===== src/sv/utf8enc_pkg.sv =====
// Shared types, constants and the code point encoder of the UTF-8 encoder.
package utf8enc_pkg;

   localparam int MaxBytes = 6;
   localparam int CountW = 3;

   localparam logic [31:0] CP_MAX = 32'h0010_FFFF;
   localparam logic [31:0] SURR_FIRST = 32'h0000_D800;
   localparam logic [31:0] SURR_LAST = 32'h0000_DFFF;
   localparam logic [31:0] CP_REPLACE = 32'h0000_FFFD;
   localparam logic [31:0] CP_SUPP_BASE = 32'h0001_0000;
   localparam logic [15:0] HIGH_FIRST = 16'hD800;
   localparam logic [15:0] HIGH_LAST = 16'hDBFF;
   localparam logic [15:0] LOW_FIRST = 16'hDC00;
   localparam logic [15:0] LOW_LAST = 16'hDFFF;
   localparam logic [7:0] LEAD2 = 8'hC0;
   localparam logic [7:0] LEAD3 = 8'hE0;
   localparam logic [7:0] LEAD4 = 8'hF0;
   localparam logic [7:0] CONT = 8'h80;
   localparam logic [7:0] REPL_B0 = 8'hEF;
   localparam logic [7:0] REPL_B1 = 8'hBF;
   localparam logic [7:0] REPL_B2 = 8'hBD;

   // Up to four bytes of one code point, first byte at index 0.
   typedef struct packed {
      logic [3:0][7:0] bytes;
      logic [CountW-1:0] count;
   } enc_type;

   // One queue entry: all bytes that one item causes.
   typedef struct packed {
      logic [MaxBytes-1:0][7:0] bytes;
      logic [CountW-1:0] count;
   } entry_type;

   // Queue status seen by the front and the back.
   typedef struct packed {
      logic full;
      logic empty;
   } qstat_type;

   // Encode one code point; invalid values become the replacement character.
   function automatic enc_type encode(input logic [31:0] value);
      enc_type r;
      logic [20:0] c;
      r = '0;
      if (value > CP_MAX || (value >= SURR_FIRST && value <= SURR_LAST)) begin
         c = CP_REPLACE[20:0];
      end else begin
         c = value[20:0];
      end
      if (c < 21'h80) begin
         r.bytes[0] = {1'b0, c[6:0]};
         r.count = 3'd1;
      end else if (c < 21'h800) begin
         r.bytes[0] = LEAD2 | {3'b000, c[10:6]};
         r.bytes[1] = CONT | {2'b00, c[5:0]};
         r.count = 3'd2;
      end else if (c < 21'h10000) begin
         r.bytes[0] = LEAD3 | {4'b0000, c[15:12]};
         r.bytes[1] = CONT | {2'b00, c[11:6]};
         r.bytes[2] = CONT | {2'b00, c[5:0]};
         r.count = 3'd3;
      end else begin
         r.bytes[0] = LEAD4 | {5'b00000, c[20:18]};
         r.bytes[1] = CONT | {2'b00, c[17:12]};
         r.bytes[2] = CONT | {2'b00, c[11:6]};
         r.bytes[3] = CONT | {2'b00, c[5:0]};
         r.count = 3'd4;
      end
      return r;
   endfunction

endpackage


===== src/sv/utf8enc_front.sv =====
// Front end: accepts code units, pairs surrogates and encodes each item into bytes.
module utf8enc_front import utf8enc_pkg::*; (
   input  logic        clock,
   input  logic        reset,
   input  logic        csr_wr_en,
   input  logic        csr_wr_data,
   input  logic        req_tvalid,
   output logic        req_tready,
   input  logic [31:0] req_tdata,
   input  logic        req_tlast,
   input  qstat_type   qstat,
   output logic        push,
   output entry_type   push_entry
);

   logic        mode_ff, mode_in;
   logic        held_ff, held_in;
   logic [15:0] hi_ff, hi_in;

   logic        accept;
   logic [15:0] u16;
   logic        is_low, is_high;
   logic        prefix, hold;
   logic [31:0] arg;
   enc_type     enc;

   assign req_tready = !qstat.full;
   assign accept = req_tvalid && req_tready;
   assign u16 = req_tdata[15:0];
   assign is_low = (u16 >= LOW_FIRST) && (u16 <= LOW_LAST);
   assign is_high = (u16 >= HIGH_FIRST) && (u16 <= HIGH_LAST);

   // Classify the item and pick the code point to encode.
   always_comb begin
      prefix = 1'b0;
      hold = 1'b0;
      arg = req_tdata;
      if (!mode_ff) begin
         if (held_ff && is_low) begin
            arg = CP_SUPP_BASE + {12'b0, hi_ff[9:0], u16[9:0]};
         end else begin
            prefix = held_ff;
            hold = is_high && !req_tlast;
            arg = {16'b0, u16};
         end
      end
      enc = encode(arg);
   end

   // Build the queue entry, with the replacement bytes first for an unpaired high half.
   always_comb begin
      push_entry = '0;
      if (prefix) begin
         push_entry.bytes[0] = REPL_B0;
         push_entry.bytes[1] = REPL_B1;
         push_entry.bytes[2] = REPL_B2;
         if (!hold) begin
            push_entry.bytes[3] = enc.bytes[0];
            push_entry.bytes[4] = enc.bytes[1];
            push_entry.bytes[5] = enc.bytes[2];
            push_entry.count = 3'd3 + enc.count;
         end else begin
            push_entry.count = 3'd3;
         end
      end else if (!hold) begin
         push_entry.bytes[3:0] = enc.bytes;
         push_entry.count = enc.count;
      end
      push = accept && (push_entry.count != '0);
   end

   // Next value of the mode register and of the held surrogate.
   always_comb begin
      mode_in = mode_ff;
      held_in = held_ff;
      hi_in = hi_ff;
      if (csr_wr_en) begin
         mode_in = csr_wr_data;
         held_in = 1'b0;
      end else if (accept) begin
         held_in = hold;
         if (hold) begin
            hi_in = u16;
         end
      end
   end

   always_ff @(posedge clock) begin
      if (reset) begin
         mode_ff <= 1'b0;
         held_ff <= 1'b0;
      end else begin
         mode_ff <= mode_in;
         held_ff <= held_in;
      end
      hi_ff <= hi_in;
   end

endmodule


===== src/sv/utf8enc_queue.sv =====
// Two-entry queue of encoded items between the front and the back.
module utf8enc_queue import utf8enc_pkg::*; (
   input  logic      clock,
   input  logic      reset,
   input  logic      push,
   input  entry_type push_entry,
   input  logic      pop,
   output entry_type head,
   output qstat_type qstat
);

   entry_type  mem_ff [2];
   logic       wr_ptr_ff, wr_ptr_in;
   logic       rd_ptr_ff, rd_ptr_in;
   logic [1:0] count_ff, count_in;

   assign qstat.full = (count_ff == 2'd2);
   assign qstat.empty = (count_ff == 2'd0);
   assign head = mem_ff[rd_ptr_ff];

   // Pointer and fill count update.
   always_comb begin
      wr_ptr_in = wr_ptr_ff ^ push;
      rd_ptr_in = rd_ptr_ff ^ pop;
      count_in = count_ff + {1'b0, push} - {1'b0, pop};
   end

   always_ff @(posedge clock) begin
      if (reset) begin
         wr_ptr_ff <= 1'b0;
         rd_ptr_ff <= 1'b0;
         count_ff <= 2'd0;
      end else begin
         wr_ptr_ff <= wr_ptr_in;
         rd_ptr_ff <= rd_ptr_in;
         count_ff <= count_in;
      end
   end

   // Entry storage.
   always_ff @(posedge clock) begin
      if (push) begin
         mem_ff[wr_ptr_ff] <= push_entry;
      end
   end

endmodule


===== src/sv/utf8enc_back.sv =====
// Back end: sends the bytes of the head queue entry one per cycle while rsp_tready is high.
module utf8enc_back import utf8enc_pkg::*; (
   input  logic      clock,
   input  logic      reset,
   input  entry_type head,
   input  qstat_type qstat,
   output logic      pop,
   output logic      rsp_tvalid,
   input  logic      rsp_tready,
   output logic [7:0] rsp_tdata,
   output logic      rsp_tlast
);

   logic [CountW-1:0] idx_ff, idx_in;
   logic              take;

   assign rsp_tvalid = !qstat.empty;
   assign rsp_tlast = (idx_ff == head.count - 3'd1);
   assign take = rsp_tvalid && rsp_tready;
   assign pop = take && rsp_tlast;

   // Byte select from the head entry.
   always_comb begin
      unique case (idx_ff)
         3'd0: rsp_tdata = head.bytes[0];
         3'd1: rsp_tdata = head.bytes[1];
         3'd2: rsp_tdata = head.bytes[2];
         3'd3: rsp_tdata = head.bytes[3];
         3'd4: rsp_tdata = head.bytes[4];
         3'd5: rsp_tdata = head.bytes[5];
         default: rsp_tdata = '0;
      endcase
   end

   // Byte index steps on each item taken and restarts on the last byte.
   always_comb begin
      idx_in = idx_ff;
      if (pop) begin
         idx_in = '0;
      end else if (take) begin
         idx_in = idx_ff + 3'd1;
      end
   end

   always_ff @(posedge clock) begin
      if (reset) begin
         idx_ff <= '0;
      end else begin
         idx_ff <= idx_in;
      end
   end

endmodule


===== src/sv/utf16_utf32_to_utf8_encoder_top.sv =====
// An accepted item's bytes are registered in the queue and offered by the back end.
// One byte per cycle leaves while rsp_tready is high; an item of n bytes (0 to 6) holds
// the back end until its last byte is taken, while the front accepts one item per cycle
// as long as the two-entry queue has room, so bytes per item set the sustained rate.
// Reset (synchronous) empties the queue, drops a held surrogate and selects 16-bit mode.
module utf16_utf32_to_utf8_encoder_top import utf8enc_pkg::*; (
   input  logic        clock,
   input  logic        reset,
   input  logic        csr_wr_en,
   input  logic        csr_wr_data,   // unit_width_mode
   input  logic        req_tvalid,
   output logic        req_tready,
   input  logic [31:0] req_tdata,     // [31:0] code_unit
   input  logic        req_tlast,     // end_of_string
   output logic        rsp_tvalid,
   input  logic        rsp_tready,
   output logic [7:0]  rsp_tdata,     // [7:0] out_byte
   output logic        rsp_tlast      // last_of_run
);

   qstat_type qstat;
   logic      push, pop;
   entry_type push_entry, head;

   utf8enc_front u_front (
      .clock(clock), .reset(reset),
      .csr_wr_en(csr_wr_en), .csr_wr_data(csr_wr_data),
      .req_tvalid(req_tvalid), .req_tready(req_tready),
      .req_tdata(req_tdata), .req_tlast(req_tlast),
      .qstat(qstat), .push(push), .push_entry(push_entry)
   );

   utf8enc_queue u_queue (
      .clock(clock), .reset(reset),
      .push(push), .push_entry(push_entry),
      .pop(pop), .head(head), .qstat(qstat)
   );

   utf8enc_back u_back (
      .clock(clock), .reset(reset),
      .head(head), .qstat(qstat), .pop(pop),
      .rsp_tvalid(rsp_tvalid), .rsp_tready(rsp_tready),
      .rsp_tdata(rsp_tdata), .rsp_tlast(rsp_tlast)
   );

endmodule


===== config.mk =====
export PLATFORM = sky130hd
export DESIGN_NAME = utf16_utf32_to_utf8_encoder_top
export DESIGN_NICKNAME = d
export VERILOG_FILES = /design/src/sv/utf8enc_pkg.sv /design/src/sv/utf8enc_front.sv /design/src/sv/utf8enc_queue.sv /design/src/sv/utf8enc_back.sv /design/src/sv/utf16_utf32_to_utf8_encoder_top.sv
export SDC_FILE = /design/constraint.sdc
export NUM_CORES = 1
export LEC_CHECK = 0
export ABC_AREA = 1
export BUFFER_PORTS_ARGS = -buffer_cell sky130_fd_sc_hd__clkbuf_2
export CAP_MARGIN = 25
export CORE_MARGIN = 2
export CORE_UTILIZATION = 55
export DETAILED_ROUTE_END_ITERATION = 8
export PLACE_DENSITY = 0.75
export SYNTH_ARGS = -nofsm -noshare
export SYNTH_HDL_FRONTEND = slang
export SYNTH_SLANG_ARGS = --single-unit

===== constraint.sdc =====
create_clock -name clock -period 5.5 [get_ports clock]
set_input_delay 0.275 -clock clock [delete_from_list [all_inputs] [get_ports clock]]
set_output_delay 0.275 -clock clock [all_outputs]
set_load 0.05 [all_outputs]

==> results by group <==
Routing
  • Detailed-route DRC error count: 0
  • Via count: roughly 4200
  • DRT Pass-1 Iters: 4
  • Post-DRT Antenna Nets: 0
  • Post-Route WL: roughly 12000 µm
  • Drt first-iter violations: 405
  • Wire length per cell: roughly 17 µm
  • Via density per instance: 5.699

Yosys
  • Library cells used by synthesis: 42
  • Largest cells by area after synthesis: edfxtp_1 55%, nand2_1 7.4%, nor2_1 5.8%
  • Netlist Area Pre-Place: 5560 µm²
  • YS warnings: 0
  • Async SR Flop Fraction: 0%
  • Post-synth EDFFs: between 100 and 150
  • Syn nets: between 600 and 700
  • Syn Inst Count: between 500 and 600
  • Register area share after synthesis: 58.33%
  • Synthesized area per cell: approximately 10 µm²
  • Synthesis-stage register bit count: 111
  • Primary FF master, synth: edfxtp_1
  • Synth area leader: edfxtp_1
  • Synth top area share: 55.09%
  • Count leader, synth: nand2_1
  • Most frequent cells after synthesis: 110 x nand2_1, 102 x edfxtp_1, 86 x nor2_1

Job
  • Max cap viols: 0

Floorplanning
  • Die area: around 11000 µm²
  • Core ar.: 9774 µm²
  • I/O Pins: 50
  • Die boundary width: about 100 µm
  • Rows: 36
  • Die Y: about 100 µm
  • Initial Util: between 50% and 60%

Clock network
  • TritonCTS buffer count: 9
  • CTS tree: yes
  • Clock Tree Buf Depth: 2
  • Post-CTS sizing: 0
  • Hold Buf Count CTS: 0
  • Clock Latency Late Sink: roughly 0.38 ns
  • Setup Buffers After CTS: 0
  • Root Buffer Master: clkbuf_8
  • CTS Sinks: 111
  • Clock transition at the registers of the reported paths: ~0.1 ns
  • CTS H-tree depth: 3

Worst setup path
  • R2r worst-path depth: 17
  • Critical R2R Capture: u_queue.mem_ff[0][33]
  • Crit path launch: u_front.hi_ff[6]
  • WS Path Type: register to register
  • Startpoint Class: register
  • Slowest CP cell: o21ai_2
  • Critical Path AT: around 4.5 ns
  • Max stage delay on crit path: roughly 0.69 ns
  • Crit path max-delay family: adder cells
  • Data required time at the worst endpoint: about 5.6 ns
  • WP buf/inv: 3
  • R2r startpoint: u_front.hi_ff[6]
  • Largest fanout on the critical path: 27
  • R2R setup slack: 1.13 ns
  • Crit. End Element: register
  • Crit-path cells: ha_1 -> xnor2_1 -> o21bai_1 -> inv_1 -> nand3_1 -> o21ai_2 -> nand2_2 -> o21ai_2 -> inv_1 -> ha_1 -> o21ai_0 -> nand2_1 -> nand3_1 -> nor2_1 -> nor2_1 -> ha_2 -> buf_4

Timing
  • RSZ-0062 raised after global routing: no
  • Worst slew pin tran: between 0.8 and 0.9 ns
  • Max-slew headroom: between 40 and 50%
  • Fin. max-slew vios: 0
  • Hold WS: 0.09380 ns
  • Final Setup Violations: 0
  • Hold Fails Final Rpt: 0
  • Min Tclk post-route: 4.366 ns
  • Final worst-path cycle share: about four fifths
  • Achievable Freq: ~230 MHz
  • Worst Clk Skew: 0.01310 ns
  • Total negative slack: 0 ns

GRT
  • GRT overflow: 0
  • Vias in the first global route: 4102
  • GRT Overall Usage: a little under a quarter
  • Antenna violations before repair: 0
  • Pin count of the biggest net entering global routing: between 40 and 50
  • First-pass GRT wire length: 20320 µm

Outcome
  • Status: completed

Finish
  • Layout cell share with drive strength beyond 1: roughly 18%
  • Area growth syn-to-layout: 10.67%
  • Final #Nets: between 600 and 700
  • Diode count: 0

Pwr
  • Leak: approximately 2.4 nW
  • PD cells: approximately 340 nW/µm²
  • Worst VDD drop: ~0.00018 V
  • Final total power: 2.115 mW

Hold path
  • Hold EP: u_front.hi_ff[9]
  • HP Class: input port to register
  • Hold path depth: 1
  • Hold path start: req_tdata[9]

Place
  • Port Buffers: slightly below 50
  • GPL Wtd Cong: ~1
  • DPL Wire Length: a little under 9000 µm
layout by cell type (no fill, tap or decap), types with 4 or more instances in the layout:
master and n:
clkbuf_2 49, inv_1 44, o221ai_1 7, o21ai_0 37, o211ai_1 5, nor2_2 6
nor4_1 4, inv_2 5, clkbuf_8 9, ha_1 10, o22ai_1 13, xor2_1 4
dfxtp_1 9, a21oi_1 11, edfxtp_1 102, o21ai_1 11, buf_4 8, nand3_1 18
nand2_1 110, o32ai_1 4, nand2_2 4, nor3_1 5, nand4_1 9, nor2_1 86
mux2i_1 5
per-stage QoR:
stage                     worst slack, ns  instances  utilization (%)  cell area, µm²
after detailed placement            1.141        728            60.75            5938
final                               1.134        744            62.95            6153
after CTS                           1.133        744            62.95            6153
after floorplan                     1.480        557                -            5560
after global routing               0.5968        744            62.95            6153
after global placement              1.329        728            60.75            5938
sequential cells by signal, summed over array words and instances, names as in the netlist:
register and cells:
u_back.idx_ff 3, u_front.held_ff 1, u_front.hi_ff 10, u_front.mode_ff 1, u_queue.count_ff 2, u_queue.mem_ff 92
u_queue.rd_ptr_ff 1, u_queue.wr_ptr_ff 1
worst register-to-register path, cell delays in order, from the launching register on:
cell	delay, ns
edfxtp_1	0.45
ha_1	0.25
xnor2_1	0.15
o21bai_1	0.11
inv_1	0.09
nand3_1	0.12
o21ai_2	0.69
nand2_2	0.21
o21ai_2	0.13
inv_1	0.07
ha_1	0.19
o21ai_0	0.16
nand2_1	0.09
nand3_1	0.11
nor2_1	0.05
nor2_1	0.19
ha_2	0.68
buf_4	0.34
final cells by class:
type,count,area (µm²)
clock inverter,7,91.34
fill,863,3621
multi-input combinational,377,2033
inverter,50,190.2
clock buffer,9,123.9
sequential,111,3243
tap,133,166.4
timing repair buffer,57,305.3
cell families (layout without fill, tap and decap cells):
kind of cell	Yosys count	in the layout	share of synthesized area, %
muxes	5	5	0.9001
AOI/OAI and AO/OA	100	100	11.21
buffers and inverters	69	123	5.198
DFF	111	111	58.33
and+or+nand+nor	254	254	20.72
xor gates and xnor gates	6	6	0.9451
adders and majority gates	12	12	2.700
report_power, final:
| group | internal, mW | leakage [nW] | switching [mW] |
|---|---|---|---|
| sequential | 1.05 | 1.01 | 0.0285 |
| combinational | 0.138 | 1.33 | 0.379 |
| clock | 0.221 | 0.105 | 0.299 |
| total | 1.41 | 2.44 | 0.707 |
worst max path at each step:
stage               depth (start not counted)                     to
CTS                                        17  u_queue.mem_ff[0][47]
finish                                     17  u_queue.mem_ff[0][33]
detailed placement                         17  u_queue.mem_ff[0][47]
global placement                           17  u_queue.mem_ff[0][47]
global route                               17   u_queue.mem_ff[0][8]
floorplan                                  20   u_queue.mem_ff[1][0]
layer usage:
layer / track usage, % / routed length [µm] / vias to the layer above
met3: 3.805 / 754 / 22
met4: 8.012 / 266 / 0
met5: 0 / 0 / -
met1: 31.43 / 5428 / 2014
met2: 39.50 / 5906 / 166
li1: - / - / 2038
(Power assumes the default switching activity.)
